<file path="src/typec_attach_state_tracker_top_defines.svh">
// Assertion macros for the attach-state tracker.
`ifndef TYPEC_ATTACH_STATE_TRACKER_TOP_DEFINES_SVH
`define TYPEC_ATTACH_STATE_TRACKER_TOP_DEFINES_SVH

// Check that cons holds in the same cycle as ante.
`define TAST_ASSERT_SAME(lbl, ante, cons, msg) \
   lbl: assert property (@(posedge clock) disable iff (reset) (ante) |-> (cons)) \
      else $error(msg);

// Check that cons holds in the cycle after ante.
`define TAST_ASSERT_NEXT(lbl, ante, cons, msg) \
   lbl: assert property (@(posedge clock) disable iff (reset) (ante) |=> (cons)) \
      else $error(msg);

`endif

</file>
<file path="src/typec_ast_pkg.sv">
// Types and constants shared by the attach-state tracker.
`timescale 1ns / 1ps
`default_nettype none

package typec_ast_pkg;

   localparam logic [1:0] CMD_STATUS = 2'd0;
   localparam logic [1:0] CMD_SELECT = 2'd1;
   localparam logic [1:0] CMD_RESET  = 2'd2;

   localparam logic [1:0] ST_NONE = 2'd0;
   localparam logic [1:0] ST_UFP  = 2'd1;
   localparam logic [1:0] ST_DFP  = 2'd2;
   localparam logic [1:0] ST_ACC  = 2'd3;

   localparam logic [1:0] MODE_UFP = 2'd1;
   localparam logic [1:0] MODE_DFP = 2'd2;
   localparam logic [7:0] MODE_MAX = 8'd3;

   localparam logic [2:0] ACC_AUDIO = 3'd4;
   localparam logic [2:0] ACC_DEBUG = 3'd6;

   localparam logic [1:0] PWR_HIGH = 2'd3;
   localparam logic [1:0] PWR_MID  = 2'd1;

   localparam logic [11:0] LIMIT_HIGH_MA = 12'd3000;
   localparam logic [11:0] LIMIT_MID_MA  = 12'd1500;
   localparam logic [11:0] LIMIT_NONE_MA = 12'd0;

   localparam logic [7:0] RESET_KIND_A = 8'd1;
   localparam logic [7:0] RESET_KIND_B = 8'd2;

   localparam logic [1:0] STAT_OK          = 2'd0;
   localparam logic [1:0] STAT_INVALID     = 2'd1;
   localparam logic [1:0] STAT_NOT_ALLOWED = 2'd2;

   typedef struct packed {
      logic [1:0] command;
      logic [7:0] attach_byte;
      logic [7:0] detail_byte;
      logic [7:0] requested_mode;
      logic [7:0] reset_kind;
   } req_type;

   typedef struct packed {
      logic [1:0]  reported_state;
      logic [1:0]  tracked_state;
      logic        cable_flip;
      logic [1:0]  sink_power;
      logic [2:0]  accessory_kind;
      logic [1:0]  port_mode;
      logic [11:0] current_limit_ma;
      logic        soft_reset_issued;
      logic        mode_write;
      logic [1:0]  status;
   } rsp_type;

   typedef struct packed {
      logic [1:0] attach_state;
      logic [1:0] mode;
      logic       direction;
      logic [1:0] power;
      logic [2:0] accessory;
   } state_type;

endpackage

`default_nettype wire

</file>
<file path="src/typec_ast_step.sv">
// Next-state and result logic for one command of the attach-state tracker.
`timescale 1ns / 1ps
`default_nettype none

module typec_ast_step import typec_ast_pkg::*; (
   input  req_type   req,
   input  state_type cur,
   output state_type nxt,
   output rsp_type   rsp
);

   logic [1:0]  ev;
   logic [1:0]  pw;
   logic [2:0]  acc;
   logic [11:0] limit;
   logic        did_reset;
   logic        wrote;
   logic [1:0]  stat;
   state_type   upd;

   assign ev  = req.attach_byte[7:6];
   assign pw  = req.detail_byte[5:4];
   assign acc = req.detail_byte[3:1];

   always_comb begin
      upd       = cur;
      limit     = LIMIT_NONE_MA;
      did_reset = 1'b0;
      wrote     = 1'b0;
      stat      = STAT_OK;
      case (req.command)
         CMD_STATUS: begin
            upd.direction = req.attach_byte[5];
            case (ev)
               ST_NONE: did_reset = 1'b1;
               ST_UFP: begin
                  if (cur.mode != MODE_UFP) begin
                     if (cur.attach_state == ST_NONE) begin
                        upd.attach_state = ST_UFP;
                     end else if (cur.attach_state != ST_UFP) begin
                        did_reset = 1'b1;
                     end
                  end
               end
               ST_DFP: begin
                  if (cur.mode != MODE_DFP) begin
                     if (pw == PWR_HIGH) begin
                        limit = LIMIT_HIGH_MA;
                     end else if (pw == PWR_MID) begin
                        limit = LIMIT_MID_MA;
                     end
                     if (cur.attach_state == ST_NONE) begin
                        upd.attach_state = ST_DFP;
                        upd.power        = pw;
                     end else if (cur.attach_state != ST_DFP) begin
                        did_reset = 1'b1;
                     end
                  end
               end
               default: begin
                  if (cur.attach_state == ST_NONE || cur.attach_state == ST_ACC) begin
                     upd.attach_state = ST_ACC;
                     if (cur.accessory == 3'd0) begin
                        upd.accessory = acc;
                        if (!(acc inside {ACC_AUDIO, ACC_DEBUG})) begin
                           did_reset = 1'b1;
                        end
                     end
                  end else begin
                     did_reset = 1'b1;
                  end
               end
            endcase
         end
         CMD_SELECT: begin
            if (req.requested_mode > MODE_MAX) begin
               stat = STAT_INVALID;
            end else if (cur.attach_state != ST_NONE) begin
               stat = STAT_NOT_ALLOWED;
            end else if (cur.mode != req.requested_mode[1:0]) begin
               upd.mode = req.requested_mode[1:0];
               wrote    = 1'b1;
            end
         end
         CMD_RESET: begin
            if (req.reset_kind inside {RESET_KIND_A, RESET_KIND_B}) begin
               did_reset = 1'b1;
            end else begin
               stat = STAT_INVALID;
            end
         end
         default: stat = STAT_INVALID;
      endcase
   end

   assign nxt = did_reset ? '0 : upd;

   always_comb begin
      rsp                   = '0;
      rsp.reported_state    = (req.command == CMD_STATUS) ? ev : ST_NONE;
      rsp.tracked_state     = nxt.attach_state;
      rsp.cable_flip        = nxt.direction;
      rsp.sink_power        = nxt.power;
      rsp.accessory_kind    = nxt.accessory;
      rsp.port_mode         = nxt.mode;
      rsp.current_limit_ma  = limit;
      rsp.soft_reset_issued = did_reset;
      rsp.mode_write        = wrote;
      rsp.status            = stat;
   end

endmodule

`default_nettype wire

</file>
<file path="src/typec_attach_state_tracker_top.sv">
// Top level of the USB Type-C attach-state tracker.
// The req_ channel carries one command per transfer: a status event, a port
// mode select or a reset request, with the raw status bytes and arguments.
// The rsp_ channel returns exactly one result per command: the decoded
// attach kind, the tracked state after the command, the current limit and
// flags for soft reset, mode write and status.
// A command sits in an input register, is evaluated against the tracked
// state combinationally, and its result lands in an output register when
// the input register advances; the result is valid on rsp_ from then on
// and holds there until it transfers.
// Throughput is one command per cycle while rsp_stall is low, as the
// tracked state registers update on every advance.
// Reset clears the tracked state (unattached, default mode) and empties
// both registers. While rsp_stall is high the result holds; req_stall
// rises, and the input register keeps its command, only when both are full.
`timescale 1ns / 1ps
`default_nettype none
`include "typec_attach_state_tracker_top_defines.svh"

module typec_attach_state_tracker_top import typec_ast_pkg::*; (
   input  logic    clock,
   input  logic    reset,
   input  logic    req_valid,
   output logic    req_stall,
   input  req_type req_data,
   output logic    rsp_valid,
   input  logic    rsp_stall,
   output rsp_type rsp_data
);

   logic      in_valid_ff;
   logic      in_valid_in;
   req_type   in_data_ff;
   logic      out_valid_ff;
   logic      out_valid_in;
   rsp_type   out_data_ff;
   state_type state_ff;
   state_type state_nxt;
   rsp_type   step_rsp;
   logic      advance;
   logic      req_take;

   typec_ast_step u_step (
      .req (in_data_ff),
      .cur (state_ff),
      .nxt (state_nxt),
      .rsp (step_rsp)
   );

   assign advance   = in_valid_ff && (!out_valid_ff || !rsp_stall);
   assign req_stall = in_valid_ff && !advance;
   assign req_take  = req_valid && !req_stall;

   always_comb begin
      if (req_take) begin
         in_valid_in = 1'b1;
      end else if (advance) begin
         in_valid_in = 1'b0;
      end else begin
         in_valid_in = in_valid_ff;
      end
      if (advance) begin
         out_valid_in = 1'b1;
      end else if (out_valid_ff && !rsp_stall) begin
         out_valid_in = 1'b0;
      end else begin
         out_valid_in = out_valid_ff;
      end
   end

   always_ff @(posedge clock) begin
      if (reset) begin
         in_valid_ff  <= 1'b0;
         out_valid_ff <= 1'b0;
         state_ff     <= '0;
      end else begin
         in_valid_ff  <= in_valid_in;
         out_valid_ff <= out_valid_in;
         if (advance) begin
            state_ff <= state_nxt;
         end
      end
   end

   always_ff @(posedge clock) begin
      if (req_take) begin
         in_data_ff <= req_data;
      end
      if (advance) begin
         out_data_ff <= step_rsp;
      end
   end

   assign rsp_valid = out_valid_ff;
   assign rsp_data  = out_data_ff;

   `TAST_ASSERT_NEXT(a_reset_clears_state, advance && step_rsp.soft_reset_issued,
      state_ff == '0, "soft reset left tracked state set")
   `TAST_ASSERT_SAME(a_mode_write_unattached, out_valid_ff && out_data_ff.mode_write,
      out_data_ff.tracked_state == ST_NONE && out_data_ff.status == STAT_OK,
      "mode write while attached or with error status")
   `TAST_ASSERT_SAME(a_limit_only_dfp,
      out_valid_ff && out_data_ff.current_limit_ma != LIMIT_NONE_MA,
      out_data_ff.reported_state == ST_DFP, "current limit on non-DFP event")
   `TAST_ASSERT_NEXT(a_held_command_kept, in_valid_ff && !advance,
      in_valid_ff && $stable(in_data_ff) && $stable(state_ff),
      "held command or state changed without transfer")

endmodule

`default_nettype wire

</file>
<file path="config.mk">
export PLATFORM = sky130hd
export DESIGN_NAME = typec_attach_state_tracker_top
export DESIGN_NICKNAME = d
export VERILOG_FILES = /design/src/typec_ast_pkg.sv /design/src/typec_ast_step.sv /design/src/typec_attach_state_tracker_top.sv
export VERILOG_INCLUDE_DIRS = /design/src /design/src/src
export SDC_FILE = /design/constraint.sdc
export NUM_CORES = 1
export LEC_CHECK = 0
export BUFFER_PORTS_ARGS = -buffer_cell sky130_fd_sc_hd__buf_2
export CORE_MARGIN = 2
export CORE_UTILIZATION = 60
export CTS_BUF_LIST = sky130_fd_sc_hd__clkbuf_8
export DETAILED_ROUTE_END_ITERATION = 7
export PLACE_DENSITY_LB_ADDON = 0.05
export SYNTH_ARGS = -nofsm -noshare
export SYNTH_HDL_FRONTEND = slang
export SYNTH_HIERARCHICAL = 1
export SYNTH_SLANG_ARGS = --single-unit
</file>
<file path="constraint.sdc">
create_clock -name clock -period 5 [get_ports clock]
set_input_delay 0.75 -clock clock [delete_from_list [all_inputs] [get_ports clock]]
set_output_delay 0.75 -clock clock [all_outputs]
set_load 0.01 [all_outputs]
</file>
==> out/results.ini <==
[run_status]
status = complete, no violations

[die]
dieArea_sq_um = 5291
std_cell_rows = 25
coreArea_sq_um = 4629
die_h_um = 72.74
pin_count = 68
fp.dieW_um = 72.74
initial_utilization_pct = 61.24

[layout]
syn2layout_area_growth_pct = 12.53
final_cells = 312
final_nets = 295
final_layout_size_suffix_gt1_share_pct = 29.46
final_common_cell = buf_2
most-common-layout-cells = 59 x buf_2, 54 x edfxtp_1, 22 x nand2b_1, 14 x mux2i_1, 14 x nor2_1
num_antenna_cells = 0

[synthesis]
synth_area_sq_um = 2835
avgSynthCellArea_sq_um = 13.63
ys_warn_count = 6
syn_inst = 208

[placement]
dpl_worst_slack_ns = 2.622
portBuffers = 59
place_hpwl_um = 2767
dp_cells = 297
place.gp.congestion = 0.8018

[timing]
hold_viol = 0
whs_ns = 0.4763
post-route-period-util_pct = 46.11
rsz0062_at_grt = no
fin_ws_ns = 2.694
slew-limit-headroom_pct = 18.69
min_period_ns = 2.306
setup_tns_ns = 0
setup_violations = 0
tightest_slew_ns = 1.218
drv_slew = 0
fmaxAchievable_ghz = 0.4337
skew_ns = 0.007013

[cts]
clkTransAtPathRegs_ns = 0.07
cts_max_path_buffers = 2
cts_root_buf = clkbuf_8
cts_buffers = 9
cts_resized = 0
postCtsSetupRepairBufs = 0
htreeDepth = 3
ctsHoldBuffers = 0
cts_tree = done
clk_latency_ns = 0.32
clock_sinks = 66

[routing]
drc = 0
dr.pass1.iters = 4
via_count = 1629
drtAntennaViolNets = 0
drtIter0Drc = 64
wl_per_cell_um = 12.74
avgViaCountPerCell = 5.221
wirelength_um = 3975

[global_routing]
grt_pass1_vias = 1507
grt_max_degree = 39
grt_usage_pct = 16.63
antenna_found_initial = 0
grt_first_pass_wirelength_um = 6506
grt_overflow_total = 0

[power]
swShare_pct = 20.55
p_clk_share_pct = 36.0
p_per_area_nw_per_um2 = 344.2
internal_power_mw = 0.8726
power.total_mw = 1.098
vdd_drop_max_mv = 0.2022
seq_power_share_pct = 57.6
comb_power_share_pct = 6.4
p_leak_nw = 1.229
p_switching_mw = 0.2257

[critical_path]
cp-start-kind = register
cp.arrival_ns = 2.50
crit_required_ns = 5.19
worst-path-max-fanout = 10
worstSetupPathType = reg2reg
end_kind = register

[hold_path]
hold_class = reg2reg

[run]
maxCapViolations = 0

==> cell type report <==
| cell class | instances | area, sq um |
|---|---|---|
| Clock inverter | 6 | 50.05 |
| Multi-Input combinational cell | 110 | 758.2 |
| Sequential cell | 66 | 1862 |
| Fill cell | 360 | 1439 |
| Tap cell | 54 | 67.56 |
| Timing Repair Buffer | 60 | 302.8 |
| Clock buffer | 9 | 123.9 |
| Inverter | 7 | 26.28 |
==> sequential cells by signal, summed over array words and instances (netlist names) <==
signal and cells:
in_valid_ff 1, rsp_valid 1, state_ff 10, in_data_ff 26
rsp_data 28
==> power by group through the flow <==
stage | sequential (mW) | combinational, mW | clock, mW
4_1_cts | 0.633 | 0.0714 | 0.406
3_5_place_dp | 0.645 | 0.0712 | 0
2_1_floorplan | 0.649 | 0.0430 | 0
3_3_place_gp | 0.644 | 0.0701 | 0
5_1_grt | 0.635 | 0.0784 | 0.427
6_report | 0.633 | 0.0706 | 0.395
==> stage by stage <==
step / cell area (sq um) / utilization, %
3_5_place_dp: 3017 / 65.16
6_report: 3191 / 68.92
4_1_cts: 3191 / 68.92
2_1_floorplan: 2839 / -
3_3_place_gp: 3017 / 65.16
5_1_grt: 3191 / 68.92
==> final timing paths <==
| kind | cells past startpoint | startpoint | endpoint | slack (ns) |
|---|---|---|---|---|
| worst min-delay path | 2 | state_ff[4] | state_ff[4] | 0.48 |
| worst max register to register | 7 | state_ff[9] | state_ff[7] | 2.69 |
| worst max-delay path | 7 | state_ff[9] | state_ff[7] | 2.69 |
| worst min register to register | 2 | state_ff[4] | state_ff[4] | 0.48 |
==> routing by layer <==
| layer | up-vias | track usage, % | wire length [um] |
|---|---|---|---|
| met5 | - | 0 | 0 |
| met4 | 0 | 9.259 | 46 |
| met3 | 5 | 4.144 | 182 |
| met2 | 54 | 28.18 | 2007 |
| met1 | 753 | 19.29 | 1739 |
| li1 | 817 | - | - |
==> worst max-delay path: stages (launching register included) <==
cell and delay (ns):
dfxtp_1 0.39, inv_1 0.08, ha_1 0.31, o311a_4 0.41, o41ai_4 0.62, nor2_1 0.17, nand2b_1 0.12, mux2i_1 0.06
No activity file was read; power rests on OpenSTA's default activity.
